[config.mk]
export PLATFORM = sky130hd
export DESIGN_NAME = ray_grid_cell_walk
export DESIGN_NICKNAME = d
export VERILOG_FILES = /design/src/rgcw_pkg.sv /design/src/ray_grid_cell_walk.sv /design/src/rgcw_mul.sv /design/src/rgcw_cell_div.sv
export SDC_FILE = /design/constraint.sdc
export NUM_CORES = 2
export LEC_CHECK = 0
export BUFFER_PORTS_ARGS = -buffer_cell sky130_fd_sc_hd__buf_2
export CAP_MARGIN = 20
export CELL_PAD_IN_SITES_DETAIL_PLACEMENT = 1
export CELL_PAD_IN_SITES_GLOBAL_PLACEMENT = 1
export CORE_MARGIN = 2
export CORE_UTILIZATION = 40
export CTS_BUF_LIST = sky130_fd_sc_hd__clkbuf_8 sky130_fd_sc_hd__clkbuf_16
export CTS_CLUSTER_DIAMETER = 120
export DETAILED_ROUTE_END_ITERATION = 16
export GPL_TIMING_DRIVEN = 0
export PLACE_DENSITY_LB_ADDON = 0.2
export SETUP_SLACK_MARGIN = 0.5
export SYNTH_ARGS = -nofsm -noshare
export SYNTH_HDL_FRONTEND = slang
export SYNTH_SLANG_ARGS = --single-unit
export TNS_END_PERCENT = 50
[constraint.sdc]
create_clock -name aclk -period 13.3 [get_ports aclk]
set_clock_uncertainty 0.2 [all_clocks]
set_input_delay 0 -clock aclk [delete_from_list [all_inputs] [get_ports aclk]]
set_output_delay 0 -clock aclk [all_outputs]
set_load 0.02 [all_outputs]
[src/rgcw_pkg.sv]
package rgcw_pkg;

    // Field and datapath widths
    localparam int COORD_W  = 16;   // signed Q8.8 coordinate
    localparam int DIR_W    = 16;   // signed Q1.14 direction
    localparam int LEN_W    = 15;   // unsigned Q7.8 length / cell size
    localparam int FRAC_W   = 14;   // fraction bits of the direction
    localparam int DELTA_W  = 17;   // end minus start, signed
    localparam int CELL_W   = 5;    // column / row index
    localparam int STEP_W   = 7;    // signed index one step past the grid
    localparam int DIV_D_W  = 19;   // coordinate minus grid origin, signed
    localparam int QBITS    = 5;    // quotient bits produced by the divider
    localparam int BND_W    = 24;   // cell boundary, signed Q16.8
    localparam int MUL_A_W  = 25;
    localparam int MUL_B_W  = 18;
    localparam int MUL_P_W  = MUL_A_W + MUL_B_W;
    localparam int NUM_W    = MUL_P_W + 1;
    localparam int CNT_W    = 5;
    localparam int MAX_CELLS = 24;

    // Configuration register indexes
    localparam int CFG_IDX_W = 8;
    localparam logic [CFG_IDX_W-1:0] CFG_MIN_X       = 8'd0;
    localparam logic [CFG_IDX_W-1:0] CFG_MIN_Y       = 8'd1;
    localparam logic [CFG_IDX_W-1:0] CFG_CELL_WIDTH  = 8'd2;
    localparam logic [CFG_IDX_W-1:0] CFG_CELL_HEIGHT = 8'd3;

    // Register reset values
    localparam logic signed [COORD_W-1:0] MIN_X_RST = -16'sd2048;
    localparam logic signed [COORD_W-1:0] MIN_Y_RST = -16'sd3584;
    localparam logic [LEN_W-1:0] CELL_W_RST = 15'd410;
    localparam logic [LEN_W-1:0] CELL_H_RST = 15'd495;

    typedef logic signed [MUL_A_W-1:0] mul_a_t;
    typedef logic signed [MUL_B_W-1:0] mul_b_t;
    typedef logic signed [MUL_P_W-1:0] mul_p_t;
    typedef logic signed [DIV_D_W-1:0] div_d_t;
    typedef logic [CELL_W-1:0]         cell_t;

endpackage

[src/ray_grid_cell_walk.sv]
// Ray grid cell walk.
// Input channel (s_*): one word per ray, origin (Q8.8), direction (Q1.14) and
// length (Q7.8). s_ready is high only while the block is idle; one ray is
// worked at a time.
// Output channel (m_*): one word per crossed cell, in walk order; m_last_cell
// marks the final cell of the ray. At most 24 words per ray.
// Config channel (cfg_*): always ready; index 0..3 writes min_x, min_y,
// cell_width, cell_height; other indexes are ignored. Write only while idle.
// Sequence: the end point on the shared multiplier, then the four cell lookups
// one after another on the divider, then for a diagonal walk the boundaries seeded;
// then per cell a single check-and-step state on a straight walk, or check, two
// multiplies and decide on a diagonal walk; a closing state pushes the last cell.
// The output register lets the next cell be computed while the current word
// waits; when the receiver stalls, the walk holds at its next push.
// Reset (aresetn, synchronous) returns to idle, drops m_valid and restores
// the config registers to their defaults.
module ray_grid_cell_walk #(
    parameter int GRID_COLUMNS = 10,
    parameter int GRID_ROWS    = 15
) (
    input  logic                              aclk,
    input  logic                              aresetn,
    // config write channel
    input  logic                              cfg_valid,
    output logic                              cfg_ready,
    input  logic [rgcw_pkg::CFG_IDX_W-1:0]    cfg_index,
    input  logic [rgcw_pkg::COORD_W-1:0]      cfg_data,
    // ray input
    input  logic                              s_valid,
    output logic                              s_ready,
    input  logic signed [rgcw_pkg::COORD_W-1:0] s_origin_x,
    input  logic signed [rgcw_pkg::COORD_W-1:0] s_origin_y,
    input  logic signed [rgcw_pkg::DIR_W-1:0]   s_dir_x,
    input  logic signed [rgcw_pkg::DIR_W-1:0]   s_dir_y,
    input  logic [rgcw_pkg::LEN_W-1:0]        s_ray_length,
    // cell output
    output logic                              m_valid,
    input  logic                              m_ready,
    output logic [rgcw_pkg::CELL_W-1:0]       m_cell_col,
    output logic [rgcw_pkg::CELL_W-1:0]       m_cell_row,
    output logic                              m_last_cell
);

    localparam rgcw_pkg::cell_t COL_LAST = rgcw_pkg::CELL_W'(GRID_COLUMNS - 1);
    localparam rgcw_pkg::cell_t ROW_LAST = rgcw_pkg::CELL_W'(GRID_ROWS - 1);

    localparam logic [3:0] ST_IDLE = 4'd0;
    localparam logic [3:0] ST_EX   = 4'd1;   // x end point
    localparam logic [3:0] ST_EY   = 4'd2;   // y end point
    localparam logic [3:0] ST_DIVS = 4'd3;   // start a cell lookup
    localparam logic [3:0] ST_DIVW = 4'd4;   // wait for the lookup
    localparam logic [3:0] ST_BX   = 4'd5;   // seed column boundary
    localparam logic [3:0] ST_BY   = 4'd6;   // seed row boundary
    localparam logic [3:0] ST_CHK  = 4'd7;   // end test / straight step
    localparam logic [3:0] ST_M1   = 4'd8;   // (y0 - yd) * dx
    localparam logic [3:0] ST_M2   = 4'd9;   // + (xd - x0) * dy
    localparam logic [3:0] ST_DEC  = 4'd10;  // pick the next cell
    localparam logic [3:0] ST_FIN  = 4'd11;  // push the last cell

    localparam logic [1:0] LK_COL  = 2'd0;
    localparam logic [1:0] LK_ROW  = 2'd1;
    localparam logic [1:0] LK_ECOL = 2'd2;
    localparam logic [1:0] LK_EROW = 2'd3;

    localparam int CW = rgcw_pkg::COORD_W;
    localparam int DW = rgcw_pkg::DELTA_W;
    localparam int SW = rgcw_pkg::STEP_W;

    // config registers
    logic signed [CW-1:0]              min_x_reg, min_y_reg;
    logic [rgcw_pkg::LEN_W-1:0]        cw_reg, ch_reg;
    logic [rgcw_pkg::LEN_W-1:0]        cw_eff, ch_eff;

    // control
    logic [3:0]                        state_reg, state_next;
    logic [1:0]                        lk_reg, lk_next;
    logic [rgcw_pkg::CNT_W-1:0]        cnt_reg, cnt_next;
    logic                              diag_reg, diag_next;
    logic [1:0]                        step_signs_reg, step_signs_next; // [0] x back, [1] y back

    // ray and walk data
    logic signed [CW-1:0]              x0_reg, x0_next, y0_reg, y0_next;
    logic signed [rgcw_pkg::DIR_W-1:0] ux_reg, ux_next, uy_reg, uy_next;
    logic [rgcw_pkg::LEN_W-1:0]        len_reg, len_next;
    logic signed [DW-1:0]              dx_reg, dx_next, dy_reg, dy_next;
    rgcw_pkg::cell_t                   col_reg, col_next, row_reg, row_next;
    rgcw_pkg::cell_t                   ecol_reg, ecol_next, erow_reg, erow_next;
    logic signed [rgcw_pkg::BND_W-1:0] xd_reg, xd_next, yd_reg, yd_next;
    rgcw_pkg::mul_p_t                  p1_reg, p1_next;
    logic signed [rgcw_pkg::NUM_W-1:0] num_reg, num_next;

    // output register
    logic                              m_valid_reg, m_valid_next;
    rgcw_pkg::cell_t                   m_col_reg, m_col_next, m_row_reg, m_row_next;
    logic                              m_last_reg, m_last_next;

    // shared units
    rgcw_pkg::mul_a_t                  mul_a;
    rgcw_pkg::mul_b_t                  mul_b;
    rgcw_pkg::mul_p_t                  mul_p;
    logic signed [DW-1:0]              mul_delta;
    rgcw_pkg::div_d_t                  div_d;
    logic [rgcw_pkg::LEN_W-1:0]        div_size;
    logic                              div_start, div_done;
    rgcw_pkg::cell_t                   div_q, lk_lim, lk_cell;
    logic signed [CW+1:0]              lk_v;
    logic signed [CW-1:0]              lk_lo;

    // walk decision
    logic                              out_free, at_end, sx_back, sy_back;
    logic signed [rgcw_pkg::NUM_W-1:0] numa;
    logic                              adv_row, adv_col, overshoot;
    logic signed [SW-1:0]              nc7, nr7, ec7, er7, c7, r7;

    assign cw_eff  = (cw_reg == '0) ? rgcw_pkg::LEN_W'(1) : cw_reg;
    assign ch_eff  = (ch_reg == '0) ? rgcw_pkg::LEN_W'(1) : ch_reg;
    assign sx_back = step_signs_reg[0];
    assign sy_back = step_signs_reg[1];
    assign out_free = !m_valid_reg || m_ready;
    assign at_end  = ((col_reg == ecol_reg) && (row_reg == erow_reg)) ||
                     (cnt_reg == rgcw_pkg::CNT_W'(rgcw_pkg::MAX_CELLS));

    // multiplier operand select
    always_comb begin
        case (state_reg)
            ST_EX: begin
                mul_a = rgcw_pkg::MUL_A_W'(len_reg);
                mul_b = rgcw_pkg::MUL_B_W'(ux_reg);
            end
            ST_EY: begin
                mul_a = rgcw_pkg::MUL_A_W'(len_reg);
                mul_b = rgcw_pkg::MUL_B_W'(uy_reg);
            end
            ST_BX: begin
                mul_a = rgcw_pkg::MUL_A_W'({1'b0, col_reg} + 6'(!sx_back));
                mul_b = rgcw_pkg::MUL_B_W'(cw_eff);
            end
            ST_BY: begin
                mul_a = rgcw_pkg::MUL_A_W'({1'b0, row_reg} + 6'(!sy_back));
                mul_b = rgcw_pkg::MUL_B_W'(ch_eff);
            end
            ST_M1: begin
                mul_a = rgcw_pkg::MUL_A_W'(y0_reg) - rgcw_pkg::MUL_A_W'(yd_reg);
                mul_b = rgcw_pkg::MUL_B_W'(dx_reg);
            end
            default: begin
                mul_a = rgcw_pkg::MUL_A_W'(xd_reg) - rgcw_pkg::MUL_A_W'(x0_reg);
                mul_b = rgcw_pkg::MUL_B_W'(dy_reg);
            end
        endcase
    end

    rgcw_mul u_mul (
        .a (mul_a),
        .b (mul_b),
        .p (mul_p)
    );

    // floor(dir * len / 2^14)
    assign mul_delta = signed'(mul_p[rgcw_pkg::FRAC_W+DW-1:rgcw_pkg::FRAC_W]);

    // cell lookup operand select: even lookups are x, odd are y
    always_comb begin
        case (lk_reg)
            LK_COL:  lk_v = (CW+2)'(x0_reg);
            LK_ROW:  lk_v = (CW+2)'(y0_reg);
            LK_ECOL: lk_v = (CW+2)'(x0_reg) + (CW+2)'(dx_reg);
            default: lk_v = (CW+2)'(y0_reg) + (CW+2)'(dy_reg);
        endcase
    end

    assign lk_lo    = lk_reg[0] ? min_y_reg : min_x_reg;
    assign div_size = lk_reg[0] ? ch_eff : cw_eff;
    assign lk_lim   = lk_reg[0] ? ROW_LAST : COL_LAST;
    assign div_d    = rgcw_pkg::DIV_D_W'(lk_v) - rgcw_pkg::DIV_D_W'(lk_lo);
    assign div_start = (state_reg == ST_DIVS);
    assign lk_cell  = (div_q > lk_lim) ? lk_lim : div_q;

    rgcw_cell_div u_div (
        .aclk    (aclk),
        .aresetn (aresetn),
        .start   (div_start),
        .d       (div_d),
        .size    (div_size),
        .done    (div_done),
        .q       (div_q)
    );

    // Diagonal step: sign of (yl - yd), scaled by dx, decides row vs column.
    assign numa    = dx_reg[DW-1] ? -num_reg : num_reg;
    assign adv_row = sy_back ? (numa <= 0) : (numa >= 0);
    assign adv_col = !adv_row || (numa == 0);
    assign c7  = SW'({1'b0, col_reg});
    assign r7  = SW'({1'b0, row_reg});
    assign ec7 = SW'({1'b0, ecol_reg});
    assign er7 = SW'({1'b0, erow_reg});
    assign nc7 = adv_col ? (sx_back ? c7 - SW'(1) : c7 + SW'(1)) : c7;
    assign nr7 = adv_row ? (sy_back ? r7 - SW'(1) : r7 + SW'(1)) : r7;
    assign overshoot = (sx_back ? (nc7 < ec7) : (nc7 > ec7)) ||
                       (sy_back ? (nr7 < er7) : (nr7 > er7));

    always_comb begin
        state_next      = state_reg;
        lk_next         = lk_reg;
        cnt_next        = cnt_reg;
        diag_next       = diag_reg;
        step_signs_next = step_signs_reg;
        x0_next  = x0_reg;
        y0_next  = y0_reg;
        ux_next  = ux_reg;
        uy_next  = uy_reg;
        len_next = len_reg;
        dx_next  = dx_reg;
        dy_next  = dy_reg;
        col_next = col_reg;
        row_next = row_reg;
        ecol_next = ecol_reg;
        erow_next = erow_reg;
        xd_next  = xd_reg;
        yd_next  = yd_reg;
        p1_next  = p1_reg;
        num_next = num_reg;
        m_valid_next = m_valid_reg && !m_ready;
        m_col_next   = m_col_reg;
        m_row_next   = m_row_reg;
        m_last_next  = m_last_reg;

        case (state_reg)
            ST_IDLE: begin
                if (s_valid) begin
                    x0_next  = s_origin_x;
                    y0_next  = s_origin_y;
                    ux_next  = s_dir_x;
                    uy_next  = s_dir_y;
                    len_next = s_ray_length;
                    lk_next  = LK_COL;
                    state_next = ST_EX;
                end
            end
            ST_EX: begin
                dx_next = mul_delta;
                step_signs_next[0] = (mul_delta <= 0);
                state_next = ST_EY;
            end
            ST_EY: begin
                dy_next = mul_delta;
                step_signs_next[1] = (mul_delta <= 0);
                state_next = ST_DIVS;
            end
            ST_DIVS: begin
                state_next = ST_DIVW;
            end
            ST_DIVW: begin
                if (div_done) begin
                    case (lk_reg)
                        LK_COL:  col_next  = lk_cell;
                        LK_ROW:  row_next  = lk_cell;
                        LK_ECOL: ecol_next = lk_cell;
                        default: erow_next = lk_cell;
                    endcase
                    if (lk_reg == LK_EROW) begin
                        cnt_next = rgcw_pkg::CNT_W'(1);
                        if ((row_reg == lk_cell) || (col_reg == ecol_reg)) begin
                            diag_next  = 1'b0;
                            state_next = ST_CHK;
                        end else begin
                            diag_next  = 1'b1;
                            state_next = ST_BX;
                        end
                    end else begin
                        lk_next    = lk_reg + 2'd1;
                        state_next = ST_DIVS;
                    end
                end
            end
            ST_BX: begin
                xd_next = signed'(mul_p[rgcw_pkg::BND_W-1:0]) +
                          rgcw_pkg::BND_W'(min_x_reg);
                state_next = ST_BY;
            end
            ST_BY: begin
                yd_next = signed'(mul_p[rgcw_pkg::BND_W-1:0]) +
                          rgcw_pkg::BND_W'(min_y_reg);
                state_next = ST_CHK;
            end
            ST_CHK: begin
                if (at_end) begin
                    state_next = ST_FIN;
                end else if (diag_reg) begin
                    state_next = ST_M1;
                end else if (out_free) begin
                    m_valid_next = 1'b1;
                    m_col_next   = col_reg;
                    m_row_next   = row_reg;
                    m_last_next  = 1'b0;
                    cnt_next     = cnt_reg + rgcw_pkg::CNT_W'(1);
                    if (row_reg == erow_reg) begin
                        col_next = sx_back ? col_reg - 5'd1 : col_reg + 5'd1;
                    end else begin
                        row_next = sy_back ? row_reg - 5'd1 : row_reg + 5'd1;
                    end
                end
            end
            ST_M1: begin
                p1_next    = mul_p;
                state_next = ST_M2;
            end
            ST_M2: begin
                num_next   = rgcw_pkg::NUM_W'(p1_reg) + rgcw_pkg::NUM_W'(mul_p);
                state_next = ST_DEC;
            end
            ST_DEC: begin
                if (overshoot) begin
                    state_next = ST_FIN;
                end else if (out_free) begin
                    m_valid_next = 1'b1;
                    m_col_next   = col_reg;
                    m_row_next   = row_reg;
                    m_last_next  = 1'b0;
                    cnt_next     = cnt_reg + rgcw_pkg::CNT_W'(1);
                    col_next     = nc7[rgcw_pkg::CELL_W-1:0];
                    row_next     = nr7[rgcw_pkg::CELL_W-1:0];
                    if (adv_col) begin
                        xd_next = sx_back ? xd_reg - rgcw_pkg::BND_W'(cw_eff)
                                          : xd_reg + rgcw_pkg::BND_W'(cw_eff);
                    end
                    if (adv_row) begin
                        yd_next = sy_back ? yd_reg - rgcw_pkg::BND_W'(ch_eff)
                                          : yd_reg + rgcw_pkg::BND_W'(ch_eff);
                    end
                    state_next = ST_CHK;
                end
            end
            ST_FIN: begin
                if (out_free) begin
                    m_valid_next = 1'b1;
                    m_col_next   = col_reg;
                    m_row_next   = row_reg;
                    m_last_next  = 1'b1;
                    state_next   = ST_IDLE;
                end
            end
            default: begin
                state_next = ST_IDLE;
            end
        endcase
    end

    always_ff @(posedge aclk) begin
        if (!aresetn) begin
            state_reg      <= ST_IDLE;
            lk_reg         <= LK_COL;
            cnt_reg        <= '0;
            diag_reg       <= 1'b0;
            step_signs_reg <= '0;
            col_reg        <= '0;
            row_reg        <= '0;
            ecol_reg       <= '0;
            erow_reg       <= '0;
            m_valid_reg    <= 1'b0;
            min_x_reg      <= rgcw_pkg::MIN_X_RST;
            min_y_reg      <= rgcw_pkg::MIN_Y_RST;
            cw_reg         <= rgcw_pkg::CELL_W_RST;
            ch_reg         <= rgcw_pkg::CELL_H_RST;
        end else begin
            state_reg      <= state_next;
            lk_reg         <= lk_next;
            cnt_reg        <= cnt_next;
            diag_reg       <= diag_next;
            step_signs_reg <= step_signs_next;
            col_reg        <= col_next;
            row_reg        <= row_next;
            ecol_reg       <= ecol_next;
            erow_reg       <= erow_next;
            m_valid_reg    <= m_valid_next;
            if (cfg_valid) begin
                case (cfg_index)
                    rgcw_pkg::CFG_MIN_X:       min_x_reg <= signed'(cfg_data);
                    rgcw_pkg::CFG_MIN_Y:       min_y_reg <= signed'(cfg_data);
                    rgcw_pkg::CFG_CELL_WIDTH:  cw_reg <= cfg_data[rgcw_pkg::LEN_W-1:0];
                    rgcw_pkg::CFG_CELL_HEIGHT: ch_reg <= cfg_data[rgcw_pkg::LEN_W-1:0];
                    default: ;
                endcase
            end
        end
        x0_reg    <= x0_next;
        y0_reg    <= y0_next;
        ux_reg    <= ux_next;
        uy_reg    <= uy_next;
        len_reg   <= len_next;
        dx_reg    <= dx_next;
        dy_reg    <= dy_next;
        xd_reg    <= xd_next;
        yd_reg    <= yd_next;
        p1_reg    <= p1_next;
        num_reg   <= num_next;
        m_col_reg <= m_col_next;
        m_row_reg <= m_row_next;
        m_last_reg <= m_last_next;
    end

    assign cfg_ready   = 1'b1;
    assign s_ready     = (state_reg == ST_IDLE);
    assign m_valid     = m_valid_reg;
    assign m_cell_col  = m_col_reg;
    assign m_cell_row  = m_row_reg;
    assign m_last_cell = m_last_reg;

    // emitted cells stay inside the grid
    a_cell_in_grid: assert property (@(posedge aclk) disable iff (!aresetn)
        m_valid |-> (m_cell_col <= COL_LAST) && (m_cell_row <= ROW_LAST))
        else $error("cell word outside the grid");

    // never more than the cell cap per ray
    a_cnt_cap: assert property (@(posedge aclk) disable iff (!aresetn)
        cnt_reg <= rgcw_pkg::CNT_W'(rgcw_pkg::MAX_CELLS))
        else $error("cell count past cap");

    // a taken ray closes the input until its walk ends
    a_busy_after_accept: assert property (@(posedge aclk) disable iff (!aresetn)
        (s_valid && s_ready) |=> !s_ready)
        else $error("ready right after accept");

    // closing a walk always presents a word marked last
    a_fin_marks_last: assert property (@(posedge aclk) disable iff (!aresetn)
        ((state_reg == ST_FIN) && out_free) |=> (m_valid && m_last_cell))
        else $error("walk closed without last word");

endmodule

[src/rgcw_mul.sv]
// Shared signed multiplier, combinational; the sequencer registers its result.
module rgcw_mul (
    input  rgcw_pkg::mul_a_t a,
    input  rgcw_pkg::mul_b_t b,
    output rgcw_pkg::mul_p_t p
);

    assign p = a * b;

endmodule

[src/rgcw_cell_div.sv]
// Restoring divider, one quotient bit per cycle, quotient saturates at 31.
// Negative dividend gives 0.
module rgcw_cell_div (
    input  logic                        aclk,
    input  logic                        aresetn,
    input  logic                        start,
    input  rgcw_pkg::div_d_t            d,
    input  logic [rgcw_pkg::LEN_W-1:0]  size,
    output logic                        done,
    output rgcw_pkg::cell_t             q
);

    logic [rgcw_pkg::DIV_D_W-1:0] rem_reg, rem_next;
    rgcw_pkg::cell_t              q_reg, q_next;
    logic [2:0]                   k_reg, k_next;
    logic                         busy_reg, busy_next;
    logic                         done_reg, done_next;
    logic [rgcw_pkg::DIV_D_W-1:0] trial;
    logic                         fits;

    assign trial = rgcw_pkg::DIV_D_W'(size) << k_reg;
    assign fits  = rem_reg >= trial;

    always_comb begin
        rem_next  = rem_reg;
        q_next    = q_reg;
        k_next    = k_reg;
        busy_next = busy_reg;
        done_next = 1'b0;
        if (start) begin
            rem_next  = d[rgcw_pkg::DIV_D_W-1] ? '0 : d;
            q_next    = '0;
            k_next    = 3'(rgcw_pkg::QBITS - 1);
            busy_next = 1'b1;
        end else if (busy_reg) begin
            if (fits) begin
                rem_next = rem_reg - trial;
                q_next[k_reg] = 1'b1;
            end
            if (k_reg == 3'd0) begin
                busy_next = 1'b0;
                done_next = 1'b1;
            end else begin
                k_next = k_reg - 3'd1;
            end
        end
    end

    always_ff @(posedge aclk) begin
        if (!aresetn) begin
            busy_reg <= 1'b0;
            done_reg <= 1'b0;
            k_reg    <= '0;
        end else begin
            busy_reg <= busy_next;
            done_reg <= done_next;
            k_reg    <= k_next;
        end
        rem_reg <= rem_next;
        q_reg   <= q_next;
    end

    assign done = done_reg;
    assign q    = q_reg;

endmodule

==> impl_metrics.csv <==
group,metric,value,unit
global_route,grt_first_pass_wirelength,271000,um
finish,finalNonFillerCells,6943,
worst_setup_path,cp_top_family,"adder cells",
worst_setup_path,crit_path_max_fanout,10,
global_route,antenna_found_initial,7,
worst_setup_path,end_kind,"flop",
worst_setup_path,critPathMaxStageDelay,570,ps
min_path,min_to,"ch_reg[14]",
finish,regArea,10500,sq um
floorplan,die_w,340,um
finish,multi_input_area,31900,sq um
clock_tree,cts_buffers,46,
drt,routed_wl,183000,um
timing,maxSlewHeadroom,16.8,%
timing,drv_slew,0,
drt,wl_per_cell,26.4,um
floorplan,core,112000,sq um
floorplan,ioPinCount,122,
drt,drc,0,
worst_setup_path,reg2reg_from,"state_reg[0]",
clock_tree,cts_tree,"done",
clock_tree,clock_latency,650,ps
logic_synthesis,synthArstFlopShare,0,%
place,dp_hpwl,148000,um
worst_setup_path,crit_path_start_kind,"flop",
min_path,hold_path_depth,4,
min_path,worstHoldStart,"cfg_data[14]",
logic_synthesis,synth-main-ff-cell,"edfxtp_1",
worst_setup_path,startpoint,"state_reg[0]",
floorplan,start_util,40.3,%
clock_tree,cts_sinks,385,
global_route,grt_overflow_total,0,
floorplan,rows,123,
place,io_buffers,119,
logic_synthesis,synth_cell_type_count,94,
timing,hold_violations,0,
global_route,grt_pass1_vias,41700,
worst_setup_path,r2r.worst_path.cells,41,
worst_setup_path,cp.required,13450,ps
timing,tightest_slew,1250,ps
job,timing.max_cap.violations,0,
finish,syn_to_final_growth,14.9,%
timing,fin_crit_sh,93.1,%
place,gp_congestion,0.999,
logic_synthesis,syn_inst,5008,
finish,fillCellCount,13100,
drt,vias,40200,
drt,first_pass_iters,7,
timing,min_period,12380,ps
timing,fmax,80.8,MHz
drt,antenna_left,0,
place,dp_cells,6660,
floorplan,die_h,340,um
drt,vias_per_cell,5.80,
worst_setup_path,critPathSlowestCell,"nand2_1",
timing,rsz0062_at_grt,"no",
worst_setup_path,cpMostUsedCell,"fa_1",
worst_setup_path,r2r_slack,920,ps
finish,drive_gt1_share,6.91,%
global_route,track_usage,31.4,%
clock_tree,clk_pin_slew,70,ps
logic_synthesis,ys_warn_count,0,
logic_synthesis,postSynthAreaPerCell,9.03,sq um
logic_synthesis,synth_edf_count,278,
clock_tree,clk_path_buf_depth,3,
clock_tree,cts_max_level,2,
logic_synthesis,synth_nets,5973,
floorplan,die_area,116000,sq um
logic_synthesis,syn_area,45200,sq um
worst_setup_path,arrival,12530,ps
clock_tree,cts-root-buf,"clkbuf_16",
drt,first_iter_violations,3537,
worst_setup_path,critical_path_class,"reg2reg",
worst_setup_path,crit-reg2reg-capture,"num_reg[39]",
global_route,grt_max_degree,50,
logic_synthesis,ys_ff_latch,385,
worst_setup_path,path_buf_inv,11,
timing,setup_viol,0,
finish,largest_reg_flops,44,
logic_synthesis,ys_seq_area_share,23.2,%
outcome,status,"finished clean",
min_path,worst_hold_path_type,"in2reg",
finish,nets,6366,
[synthesized netlist by cell type, types with 10 or more instances]
| cell | number | area [sq um] |
|---|---|---|
| inv_1 | 619 | 2320 |
| nand2_1 | 503 | 1890 |
| fa_1 | 454 | 9090 |
| nor2_1 | 404 | 1520 |
| ha_1 | 403 | 5040 |
| a21oi_1 | 314 | 1570 |
| edfxtp_1 | 278 | 8350 |
| o21ai_0 | 214 | 1070 |
| xnor2_1 | 187 | 1640 |
| clkbuf_1 | 169 | 634 |
| xor2_1 | 121 | 1060 |
| dfxtp_1 | 107 | 2140 |
| a21o_1 | 103 | 773 |
| nand3_1 | 96 | 480 |
| nor3_1 | 88 | 440 |
| o21a_1 | 78 | 586 |
| mux2i_1 | 72 | 721 |
| and2_1 | 67 | 419 |
| nand2b_1 | 49 | 307 |
| nor2b_1 | 48 | 300 |
| a211oi_1 | 42 | 315 |
| a31oi_1 | 41 | 257 |
| and3_1 | 32 | 200 |
| nor4_1 | 32 | 200 |
| buf_1 | 27 | 101 |
| or3_1 | 27 | 169 |
| o31ai_1 | 26 | 195 |
| o211ai_1 | 25 | 188 |
| or2_2 | 24 | 150 |
| a22oi_1 | 23 | 173 |
| nand4_1 | 22 | 138 |
| o21bai_1 | 21 | 158 |
| o22ai_1 | 21 | 131 |
| a221o_1 | 20 | 200 |
| a221oi_1 | 18 | 158 |
| a222oi_1 | 18 | 180 |
| a2111oi_0 | 13 | 114 |
| a211o_1 | 11 | 96.3 |
| a31o_2 | 11 | 96.3 |
| o31a_1 | 10 | 87.6 |
[cell usage in the layout, fill, tap and decap left out, types with 27 or more instances in the layout]
cell and count:
o21ai_0 208, nand2_1 503, buf_2 131, a21o_1 103, mux2i_1 72, nor3_1 87
or3_1 27, clkbuf_16 51, nor2b_1 48, inv_1 625, dfxtp_1 107, o21a_1 77
edfxtp_1 278, and2_1 66, a31oi_1 36, nand3_1 96, xor2_1 116, nor2_1 401
xnor2_1 180, nor4_1 32, clkbuf_1 146, ha_1 403, a21oi_1 313, fa_1 454
a211oi_1 41, dlygate4sd3_1 189, and3_1 32, nand2b_1 49
[cells by family (layout without fill, tap and decap cells)]
group | after synthesis | count (layout) | share of synthesized area, %
AOI/OAI and AO/OA | 1116 | 1116 | 16.2
xor gates and xnor gates | 308 | 308 | 5.96
adders and majority gates | 857 | 857 | 31.2
buffers and inverters | 827 | 1258 | 6.90
DFF | 385 | 385 | 23.2
muxes | 87 | 87 | 2.12
other | 1 | 5 | 0.00829
and+or+nand+nor | 1427 | 1427 | 14.4
[metrics by stage]
step	hold slack [ps]	util [%]	cell area [sq um]	setup slack, ps	setup TNS (ps)
floorplan	-101	-	45200	2390	0
global placement	-22.4	42.5	47700	-3230	-113360
detailed placement	-21.6	43.0	48300	-399	-2010
CTS	2.50	46.2	51900	515	0
global route	39.4	46.3	52000	505	0
finish	29.5	46.3	52000	924	0
[how the worst max path moves through the flow]
stage,to,cells past startpoint
finish,num_reg[39],41
global route,num_reg[42],40
CTS,num_reg[43],42
detailed placement,num_reg[40],38
global placement,num_reg[40],33
floorplan,num_reg[40],37
[worst min-delay path, stage by stage]
cell and delay [ps]:
dlygate4sd3_1 530, buf_2 130, nand2_1 50, a21oi_1 60
[per-layer routing]
metal | global-route usage [%] | up-vias | wire length (um)
met2 | 49.1 | 1473 | 81000
li1 | - | 18000 | -
met5 | 0 | - | 0
met1 | 43.2 | 20500 | 78900
met3 | 6.30 | 314 | 15600
met4 | 10.9 | 0 | 7660
[cell type report]
type                            count  area share [%]
Sequential cell                   385            20.2
Antenna cell                        4          0.0192
Multi-Input combinational cell   3796            61.3
Clock buffer                       53            2.51
Tap cell                         1500            3.61
Timing Repair Buffer              345            5.62
Clock inverter                     33           0.604
Buffer                            205            1.63
Inverter                          622            4.49
[what timing repair did]
item,4_1_cts,5_1_grt
pin swaps,2,5
gates resized for setup,20,56
setup endpoints to repair,17,16
buffers inserted,0,3
hold endpoints to repair,200,0
hold buffers,189,0
cloned,0,0
Power is not shown: default switching activity piles up to over one toggle a cycle in this logic, so the estimate is an artifact.
